==> config.mk <==
export PLATFORM = sky130hd
export DESIGN_NAME = multi_server_queue_dispatch
export DESIGN_NICKNAME = d
export VERILOG_FILES = /design/src/rtl/msqd_pkg.sv /design/src/rtl/msqd_ram.sv /design/src/rtl/msqd_alu.sv /design/src/rtl/multi_server_queue_dispatch.sv
export SDC_FILE = /design/constraint.sdc
export NUM_CORES = 2
export LEC_CHECK = 0
export ABC_AREA = 0
export BUFFER_PORTS_ARGS = -buffer_cell sky130_fd_sc_hd__buf_2
export CORE_UTILIZATION = 56
export DETAILED_ROUTE_END_ITERATION = 10
export PLACE_DENSITY = 0.71
export SLEW_MARGIN = 5
export SYNTH_ARGS = -nofsm -noshare
export SYNTH_HDL_FRONTEND = slang
export SYNTH_SLANG_ARGS = --single-unit
==> constraint.sdc <==
create_clock -name clk -period 8.01 [get_ports clk]
set_clock_uncertainty 0.05 [all_clocks]
set_input_delay 0.801 -clock clk [delete_from_list [all_inputs] [get_ports clk]]
set_output_delay 0.801 -clock clk [all_outputs]
set_load 0.03 [all_outputs]
==> src/rtl/msqd_pkg.sv <==
package msqd_pkg;

  localparam int CFG_DATA_W = 11;
  localparam int CFG_IDX_W  = 2;

  localparam logic [CFG_IDX_W-1:0] CFG_NUM_SERVERS = 2'd0;
  localparam logic [CFG_IDX_W-1:0] CFG_QUEUE_DEPTH = 2'd1;
  localparam logic [CFG_IDX_W-1:0] CFG_OPEN_TIME   = 2'd2;
  localparam logic [CFG_IDX_W-1:0] CFG_CLOSE_TIME  = 2'd3;

  localparam logic [4:0]  NUM_SERVERS_RESET = 5'd1;
  localparam logic [4:0]  QUEUE_DEPTH_RESET = 5'd1;
  localparam logic [10:0] OPEN_RESET        = 11'd480;
  localparam logic [10:0] CLOSE_RESET       = 11'd1020;

  localparam int SERVICE_W = 10;
  localparam int INDEX_W   = 4;
  localparam int OUT_TIME_W = 16;

  typedef enum logic [3:0] {
    ST_IDLE,
    ST_CLEAR,
    ST_DECIDE,
    ST_DIV,
    ST_SCAN,
    ST_RR_FIN,
    ST_RR_REL,
    ST_POP_FIN,
    ST_POP_RD,
    ST_POP_REL,
    ST_OUT
  } msqd_state_t;

  typedef enum logic {
    ALU_ADD_SAT,
    ALU_SUB
  } alu_op_t;

endpackage

==> src/rtl/msqd_ram.sv <==
module msqd_ram #(
  parameter int WIDTH = 10,
  parameter int DEPTH = 256
) (
  input  logic                                   clk,
  input  logic                                   we,
  input  logic [((DEPTH > 1) ? $clog2(DEPTH) : 1)-1:0] waddr,
  input  logic [WIDTH-1:0]                       wdata,
  input  logic [((DEPTH > 1) ? $clog2(DEPTH) : 1)-1:0] raddr,
  output logic [WIDTH-1:0]                       rdata
);

  logic [WIDTH-1:0] mem [DEPTH];

  always_ff @(posedge clk) begin
    if (we) begin
      mem[waddr] <= wdata;
    end
    rdata <= mem[raddr];
  end

endmodule

==> src/rtl/msqd_alu.sv <==
module msqd_alu
  import msqd_pkg::*;
#(
  parameter int W = 16
) (
  input  alu_op_t        op,
  input  logic [W-1:0]   a,
  input  logic [W-1:0]   b,
  output logic [W-1:0]   res,
  output logic           flag
);

  logic [W:0] ext;

  // add: flag is overflow, result saturates; sub: flag is borrow (a < b)
  always_comb begin
    if (op == ALU_ADD_SAT) begin
      ext = {1'b0, a} + {1'b0, b};
      res = ext[W] ? '1 : ext[W-1:0];
    end else begin
      ext = {1'b0, a} - {1'b0, b};
      res = ext[W-1:0];
    end
    flag = ext[W];
  end

endmodule

==> src/rtl/multi_server_queue_dispatch.sv <==
// Job dispatcher over up to MAX_SERVERS servers, each with a bounded ring of queued
// service times. One word in, one word out; the block takes no new word until the
// result has been taken. While the batch fills, a job is placed round-robin: the job
// count is divided by num_servers one quotient bit per cycle, and the remainder picks
// the server. Once the queues are full, the earliest head release is found by visiting
// one server per cycle. A word with new_batch set first passes a clearing state that
// resets the server state. The divider steps, head-release compares and time sums go
// through one shared add/subtract unit; queued times live in one RAM.
module multi_server_queue_dispatch
  import msqd_pkg::*;
#(
  parameter int MAX_SERVERS = 16,
  parameter int MAX_QUEUE   = 16,
  parameter int TIME_BITS   = 16
) (
  input  logic                  clk,
  input  logic                  rst,
  input  logic                  in_valid,
  output logic                  in_ready,
  input  logic                  new_batch,
  input  logic [SERVICE_W-1:0]  service_time,
  output logic                  out_valid,
  input  logic                  out_ready,
  output logic [INDEX_W-1:0]    server_index,
  output logic [OUT_TIME_W-1:0] start_time,
  output logic [OUT_TIME_W-1:0] finish_time,
  output logic                  refused,
  input  logic                  cfg_we,
  input  logic [CFG_IDX_W-1:0]  cfg_index,
  input  logic [CFG_DATA_W-1:0] cfg_data
);

  localparam int SW = (MAX_SERVERS > 1) ? $clog2(MAX_SERVERS) : 1;
  localparam int QW = (MAX_QUEUE > 1) ? $clog2(MAX_QUEUE) : 1;
  localparam int NW = $clog2(MAX_SERVERS + 1);
  localparam int MW = $clog2(MAX_QUEUE + 1);
  localparam int JW = ($clog2(MAX_SERVERS * MAX_QUEUE + 1) > 1) ?
                      $clog2(MAX_SERVERS * MAX_QUEUE + 1) : 2;
  localparam int CW = $clog2(JW);
  localparam int TB = TIME_BITS;
  localparam int RamDepth = 1 << (SW + QW);

  msqd_state_t state, state_next;

  logic [4:0]  num_servers;
  logic [4:0]  queue_depth;
  logic [10:0] open_time;
  logic [10:0] close_time;

  logic [TB-1:0] server_finish [MAX_SERVERS];
  logic [TB-1:0] head_release  [MAX_SERVERS];
  logic [QW-1:0] queue_head_ptr [MAX_SERVERS];
  logic [JW-1:0] jobs_admitted;

  logic [SERVICE_W-1:0] svc;
  logic [JW-1:0] div_dvd;
  logic [NW-1:0] div_rem;
  logic [JW-1:0] div_quo;
  logic [CW-1:0] div_cnt;
  logic [NW-1:0] idx;
  logic [SW-1:0] sel;
  logic [TB-1:0] best_val;
  logic [QW-1:0] head_new;

  logic [NW-1:0] n_eff;
  logic [MW-1:0] m_eff;
  logic          rr_phase;
  logic          scan_done;
  logic          div_last;
  logic [NW:0]   trial;
  logic [NW-1:0] rem_new;
  logic [SW-1:0] hr_addr;
  logic [TB-1:0] hr_rd;
  logic [QW-1:0] rr_slot;
  logic [QW-1:0] pop_slot;
  logic [QW-1:0] pop_head;

  alu_op_t       alu_op;
  logic [TB-1:0] alu_a;
  logic [TB-1:0] alu_b;
  logic [TB-1:0] alu_res;
  logic          alu_flag;

  logic                  ram_we;
  logic [SW+QW-1:0]      ram_waddr;
  logic [SERVICE_W-1:0]  ram_rdata;

  function automatic logic [QW-1:0] ring_wrap(input logic [QW:0] v);
    if (32'(v) >= MAX_QUEUE) begin
      return QW'(32'(v) - MAX_QUEUE);
    end
    return v[QW-1:0];
  endfunction

  always_comb begin
    if (num_servers == '0) begin
      n_eff = NW'(1);
    end else if (32'(num_servers) > MAX_SERVERS) begin
      n_eff = NW'(MAX_SERVERS);
    end else begin
      n_eff = NW'(num_servers);
    end
    if (queue_depth == '0) begin
      m_eff = MW'(1);
    end else if (32'(queue_depth) > MAX_QUEUE) begin
      m_eff = MW'(MAX_QUEUE);
    end else begin
      m_eff = MW'(queue_depth);
    end
  end

  assign rr_phase  = 32'(jobs_admitted) < (32'(n_eff) * 32'(m_eff));
  assign scan_done = 32'(idx) >= 32'(n_eff);
  assign div_last  = (div_cnt == CW'(JW - 1));
  assign trial     = {div_rem, div_dvd[JW-1]};
  assign rem_new   = alu_flag ? NW'(trial) : NW'(alu_res);

  always_comb begin
    if (state == ST_SCAN) begin
      hr_addr = idx[SW-1:0];
    end else if (state == ST_DECIDE) begin
      hr_addr = '0;
    end else begin
      hr_addr = sel;
    end
  end
  assign hr_rd = head_release[hr_addr];

  assign rr_slot  = ring_wrap({1'b0, queue_head_ptr[sel]} + (QW+1)'(div_quo));
  assign pop_slot = ring_wrap({1'b0, queue_head_ptr[sel]} + (QW+1)'(m_eff));
  assign pop_head = ring_wrap({1'b0, queue_head_ptr[sel]} + (QW+1)'(1));

  always_comb begin
    alu_op = ALU_ADD_SAT;
    alu_a  = '0;
    alu_b  = '0;
    case (state)
      ST_DIV: begin
        alu_op = ALU_SUB;
        alu_a  = TB'(trial);
        alu_b  = TB'(n_eff);
      end
      ST_SCAN: begin
        alu_op = ALU_SUB;
        alu_a  = hr_rd;
        alu_b  = best_val;
      end
      ST_RR_FIN, ST_POP_FIN: begin
        alu_a = server_finish[sel];
        alu_b = TB'(svc);
      end
      ST_RR_REL: begin
        alu_a = hr_rd;
        alu_b = TB'(svc);
      end
      ST_POP_REL: begin
        alu_a = hr_rd;
        alu_b = TB'(ram_rdata);
      end
      default: begin
        alu_op = ALU_ADD_SAT;
      end
    endcase
  end

  msqd_alu #(.W(TB)) u_alu (
    .op   (alu_op),
    .a    (alu_a),
    .b    (alu_b),
    .res  (alu_res),
    .flag (alu_flag)
  );

  assign ram_we    = (state == ST_RR_FIN) || (state == ST_POP_FIN);
  assign ram_waddr = (state == ST_RR_FIN) ? {sel, rr_slot} : {sel, pop_slot};

  msqd_ram #(.WIDTH(SERVICE_W), .DEPTH(RamDepth)) u_ram (
    .clk   (clk),
    .we    (ram_we),
    .waddr (ram_waddr),
    .wdata (svc),
    .raddr ({sel, head_new}),
    .rdata (ram_rdata)
  );

  always_comb begin
    state_next = state;
    case (state)
      ST_IDLE:    if (in_valid) state_next = new_batch ? ST_CLEAR : ST_DECIDE;
      ST_CLEAR:   state_next = ST_DECIDE;
      ST_DECIDE:  state_next = rr_phase ? ST_DIV : ST_SCAN;
      ST_DIV:     if (div_last) state_next = ST_RR_FIN;
      ST_SCAN:    if (scan_done) state_next = ST_POP_FIN;
      ST_RR_FIN:  state_next = ST_RR_REL;
      ST_RR_REL:  state_next = ST_OUT;
      ST_POP_FIN: state_next = ST_POP_RD;
      ST_POP_RD:  state_next = ST_POP_REL;
      ST_POP_REL: state_next = ST_OUT;
      ST_OUT:     if (out_ready) state_next = ST_IDLE;
      default:    state_next = ST_IDLE;
    endcase
  end

  always_comb begin
    in_ready  = (state == ST_IDLE);
    out_valid = (state == ST_OUT);
  end

  always_ff @(posedge clk) begin
    if (rst) begin
      state         <= ST_IDLE;
      num_servers   <= NUM_SERVERS_RESET;
      queue_depth   <= QUEUE_DEPTH_RESET;
      open_time     <= OPEN_RESET;
      close_time    <= CLOSE_RESET;
      jobs_admitted <= '0;
      for (int s = 0; s < MAX_SERVERS; s++) begin
        server_finish[s]  <= TB'(OPEN_RESET);
        head_release[s]   <= TB'(OPEN_RESET);
        queue_head_ptr[s] <= '0;
      end
    end else begin
      state <= state_next;
      if (cfg_we) begin
        case (cfg_index)
          CFG_NUM_SERVERS: num_servers <= cfg_data[4:0];
          CFG_QUEUE_DEPTH: queue_depth <= cfg_data[4:0];
          CFG_OPEN_TIME:   open_time   <= cfg_data;
          CFG_CLOSE_TIME:  close_time  <= cfg_data;
          default:         num_servers <= num_servers;
        endcase
      end
      case (state)
        ST_CLEAR: begin
          jobs_admitted <= '0;
          for (int s = 0; s < MAX_SERVERS; s++) begin
            server_finish[s]  <= TB'(open_time);
            head_release[s]   <= TB'(open_time);
            queue_head_ptr[s] <= '0;
          end
        end
        ST_RR_FIN: begin
          server_finish[sel] <= alu_res;
          jobs_admitted      <= jobs_admitted + JW'(1);
        end
        ST_RR_REL: begin
          if (div_quo == '0) head_release[sel] <= alu_res;
        end
        ST_POP_FIN: begin
          server_finish[sel]  <= alu_res;
          queue_head_ptr[sel] <= pop_head;
        end
        ST_POP_REL: begin
          head_release[sel] <= alu_res;
        end
        default: begin
          jobs_admitted <= jobs_admitted;
        end
      endcase
    end
  end

  // datapath, no reset
  always_ff @(posedge clk) begin
    case (state)
      ST_IDLE: begin
        svc <= service_time;
      end
      ST_DECIDE: begin
        div_dvd  <= jobs_admitted;
        div_rem  <= '0;
        div_quo  <= '0;
        div_cnt  <= '0;
        sel      <= '0;
        best_val <= hr_rd;
        idx      <= NW'(1);
      end
      ST_DIV: begin
        div_dvd <= {div_dvd[JW-2:0], 1'b0};
        div_rem <= rem_new;
        div_quo <= {div_quo[JW-2:0], ~alu_flag};
        div_cnt <= div_cnt + CW'(1);
        if (div_last) sel <= SW'(rem_new);
      end
      ST_SCAN: begin
        if (!scan_done) begin
          if (alu_flag) begin
            sel      <= idx[SW-1:0];
            best_val <= hr_rd;
          end
          idx <= idx + NW'(1);
        end
      end
      ST_RR_FIN, ST_POP_FIN: begin
        server_index <= INDEX_W'(sel);
        start_time   <= OUT_TIME_W'(server_finish[sel]);
        finish_time  <= OUT_TIME_W'(alu_res);
        refused      <= server_finish[sel] >= TB'(close_time);
        if (state == ST_POP_FIN) head_new <= pop_head;
      end
      default: begin
        svc <= svc;
      end
    endcase
  end

endmodule

==> flow_metrics.env <==
export IMPL_status="complete, but fails checks"
export IMPL_failed_checks="slew limit"
export IMPL_report_final_hold_viol_count=0
export IMPL_numCtsBuffers=343
export IMPL_first_pass_iters=8
export IMPL_hp_class="primary input to flop"
export IMPL_highest_clock_rate_mhz=140.6
export IMPL_chipWidth_microns=494.9
export IMPL_critical_path_peak_fanout=33
export IMPL_design_die_area_sq_um=244900
export IMPL_cell_with_the_biggest_individual_delay_on_the_critical_path="nor3_1"
export IMPL_grt_overflow_total=0
export IMPL_post_synth_instance_area_sq_um=136000
export IMPL_ys_top_cells_by_area="edfxtp_1 71%, mux4_2 11%, mux2i_1 2.2%"
export IMPL_synth_yosys_seq_area_share_pct=72.36
export IMPL_synth_cells=7773
export IMPL_timing_final_ws_setup_ps=897.3
export IMPL_synth_largest_area_cell="edfxtp_1"
export IMPL_synth_edf_count=3239
export IMPL_grt_pass1_vias=75390
export IMPL_r2r_setup_slack_ps=900
export IMPL_crit_path_cell_trace="nor3b_2 -> a22oi_1 -> o21ai_4 -> nor3_1 -> buf_4 -> a22oi_1 -> o21a_1 -> o21ai_0 -> ha_1 -> nor2_1 -> o311ai_1 -> a211oi_2 -> o31ai_2 -> buf_4 -> nand2_1 -> a31oi_4 -> a22oi_1"
export IMPL_cp_endpoint="server_finish[10][5]$_DFFE_PP_"
export IMPL_path_delay_family="compound AO/OA/AOI/OAI gates"
export IMPL_endpoint_of_the_worst_register_to_register_path="server_finish[10][5]$_DFFE_PP_"
export IMPL_dpl_hpwl_microns=244700
export IMPL_critPathLaunch="state[3]$_SDFFE_PP0P_"
export IMPL_rows=180
export IMPL_synth_area_per_cell_sq_um=17.50
export IMPL_totalNegativeSetupSlack_ps=0
export IMPL_tritoncts="yes"
export IMPL_finish_cell_count_without_fillers=11350
export IMPL_port_bufs=67
export IMPL_cellPowerDensity_nw_per_um2=299.4
export IMPL_globalplace_congestion=0.9827
export IMPL_place_ws_ps=1121
export IMPL_num_io_pins=68
export IMPL_worstSetupEndpointType="flop"
export IMPL_cpPeakStageDelay_ps=1140
export IMPL_synthDominantCellAreaShare_pct=71.49
export IMPL_synthArstFlopShare_pct=0
export IMPL_cap_violations=0
export IMPL_cpMostUsedCell="a22oi_1"
export IMPL_via_per_inst=6.899
export IMPL_start_util_pct=56.46
export IMPL_worst_pin_slew_ps=1545
export IMPL_worst_slew_margin_rel_pct=-3.027
export IMPL_area_of_the_multi_input_gates_sq_um=34980
export IMPL_postCtsSetupBuffers=0
export IMPL_cts_root_buffer="clkbuf_16"
export IMPL_finalInstanceArea_sq_um=151100
export IMPL_critPathArrivalTime_ps=7700
export IMPL_vias=78330
export IMPL_dominant_synthesized_flop_cell="edfxtp_1"
export IMPL_first_pass_grt_wire_length_microns=555200
export IMPL_place_detailed_instances=10750
export IMPL_largest_net_degree_at_the_start_of_global_routing=218
export IMPL_antenna_found_initial=18
export IMPL_core_region_area_sq_um=241000
export IMPL_rr_worst_depth=17
export IMPL_critical_path_buf_inv_count=2
export IMPL_ff_latch_area_sq_um=98450
export IMPL_final_max_slew_violation_count=47
export IMPL_cts_reportedPaths_clkPinSlew_ps=60
export IMPL_worstPathRequired_ps=8600
export IMPL_period_share_pct=88.80
export IMPL_cts_max_path_bufs=4
export IMPL_synth_lib_cells_used_distinct=94
export IMPL_synth_fp_nets=7896
export IMPL_finish_net_count=8038
export IMPL_vdd_ir_drop_worst_uv=431.8
export IMPL_period_minus_slack_ps=7113
export IMPL_clock_latency_ps=980
export IMPL_post_drt_wl_per_cell_microns=34.72
export IMPL_p_leak_nw=49.05
export IMPL_drt_first_iter_violations=11850
export IMPL_critPathKind="flop to flop"
export IMPL_crit_cells=17
export IMPL_place_area_sq_um=140400
export IMPL_postRouteWirelength_microns=394200
export IMPL_report_final_setup_viol=0
export IMPL_pwr_total_mw=45.23
export IMPL_syn_to_final_growth_pct=11.05
export IMPL_clock_sink_count=3298
export IMPL_global_route_usage_total_pct=32.10
export IMPL_htree_num_levels=5
export IMPL_final_layout_size_suffix_gt1_share_pct=19.31
export IMPL_r2r_start="state[3]$_SDFFE_PP0P_"
export IMPL_synth_yosys_warnings=0
export IMPL_fillerInstances=16510
export IMPL_register_bit_count_reported_by_yosys=3298
export IMPL_rsz0062_at_grt="no"
export IMPL_critPathLaunchType="flop"
export IMPL_post_route_drc_count=0
export IMPL_remaining_antenna_violation_count=0
export IMPL_die_h_microns=494.9
==> layer usage <==
metal  vias up  wire (microns)  track usage [%]
li1      31560               -                -
met1     39920          138900            42.59
met2      5682          179800            48.58
met3      1157           48740            8.267
met4        10           26750            18.36
met5         -              68                0
==> state kept, by name (all words and copies together), names as in the netlist, 5 cells and up, named ones only <==
register        flops
best_val           16
close_time         11
div_dvd             9
div_quo             9
div_rem             5
finish_time        16
head_release      256
idx                 5
jobs_admitted       9
num_servers         5
open_time          11
queue_depth         5
queue_head_ptr     64
server_finish     256
start_time         16
svc                10
u_ram.mem        2560
u_ram.rdata        10
==> cells by family (layout without fill, tap and decap cells) <==
| logic type | count (synthesis) | after routing | share of synthesized area [%] |
|---|---|---|---|
| flops | 3298 | 3298 | 72.36 |
| simple gates | 1459 | 1459 | 4.638 |
| compound gates | 1221 | 1221 | 5.908 |
| mux | 1032 | 1032 | 13.86 |
| buf+inv | 644 | 1034 | 2.135 |
| fa+ha+maj | 94 | 94 | 0.9307 |
| xor+xnor | 25 | 25 | 0.1665 |
| other cells | 0 | 6 | 0 |
==> where the power goes <==
part / leakage (nW) / switching, mW / internal, mW
clock network: 5.13 / 6.54 / 8.79
logic: 13.9 / 6.39 / 1.83
registers: 30.1 / 0.448 / 21.2
==> placed cells by master, fill, tap and decap left out, drive strengths merged, types with 69 or more instances in the layout <==
| master | n |
|---|---|
| mux2i | 293 |
| nand2 | 415 |
| nand3 | 112 |
| ha | 82 |
| mux2 | 69 |
| clkbuf | 438 |
| a22oi | 144 |
| mux4 | 670 |
| a21oi | 267 |
| clkinv | 114 |
| o21ai | 334 |
| buf | 324 |
| a221oi | 124 |
| inv | 112 |
| edfxtp | 3239 |
| nor2 | 655 |
==> synthesized netlist by cell type, types with 21 or more instances <==
master	n
a211oi_1	64
buf_4	60
mux2i_1	293
a21oi_1	265
nand2b_1	28
a221oi_1	124
clkbuf_1	284
nand3_1	112
and2_1	39
o211ai_1	51
ha_1	82
edfxtp_1	3239
o21a_1	21
and3_1	25
buf_2	129
nand2_1	414
buf_1	52
nor2_1	655
mux2_2	69
a22oi_1	144
dfxtp_1	59
mux4_2	654
o21ai_0	317
inv_1	102
a31oi_1	37
nor3_1	67
nor2b_1	31
==> worst reg2reg max path, delay by kind of cell (launching register included) <==
kind	cells	cell delay, ps
flip-flops	1	660
adder cells (fa/ha/maj)	1	340
AND/OR/NAND/NOR	4	1560
AO/OA/AOI/OAI	10	3540
buffers and inverters	2	640
==> how the worst min path moves through the flow <==
stage	to	from	depth (start not counted)
after floorplan	server_index[1]$_DFFE_PN_	sel[1]$_DFFE_PP_	0
after global placement	close_time[1]$_SDFFE_PP0P_	close_time[1]$_SDFFE_PP0P_	2
after detailed placement	close_time[0]$_SDFFE_PP0P_	close_time[0]$_SDFFE_PP0P_	2
after CTS	close_time[9]$_SDFFE_PP1P_	cfg_data[9]	3
after global routing	close_time[9]$_SDFFE_PP1P_	cfg_data[9]	3
final	close_time[9]$_SDFFE_PP1P_	cfg_data[9]	3
==> repair_timing <==
action                    4_1_cts  5_1_grt
hold endpoints to repair       10        0
hold buffers                   10        0
gates resized for setup         0        0
==> area by class of cell <==
type,instances,area share [%]
multi-input cells,3831,23.15
flip-flops and latches,3298,65.16
well taps,3185,2.638
repair buffers,334,1.782
diodes,6,0.009938
inverters,107,0.2733
clock buffers,438,6.035
clock inverters,155,0.9457
==> through the flow <==
step                hold WS, ps  util (%)
floorplan                 374.4         -
global route              33.64     62.69
finish                    48.03     62.70
detailed placement        405.0     58.27
CTS                       9.812     62.69
global placement          396.4     58.27
No activity file was read; power rests on OpenSTA's default activity.
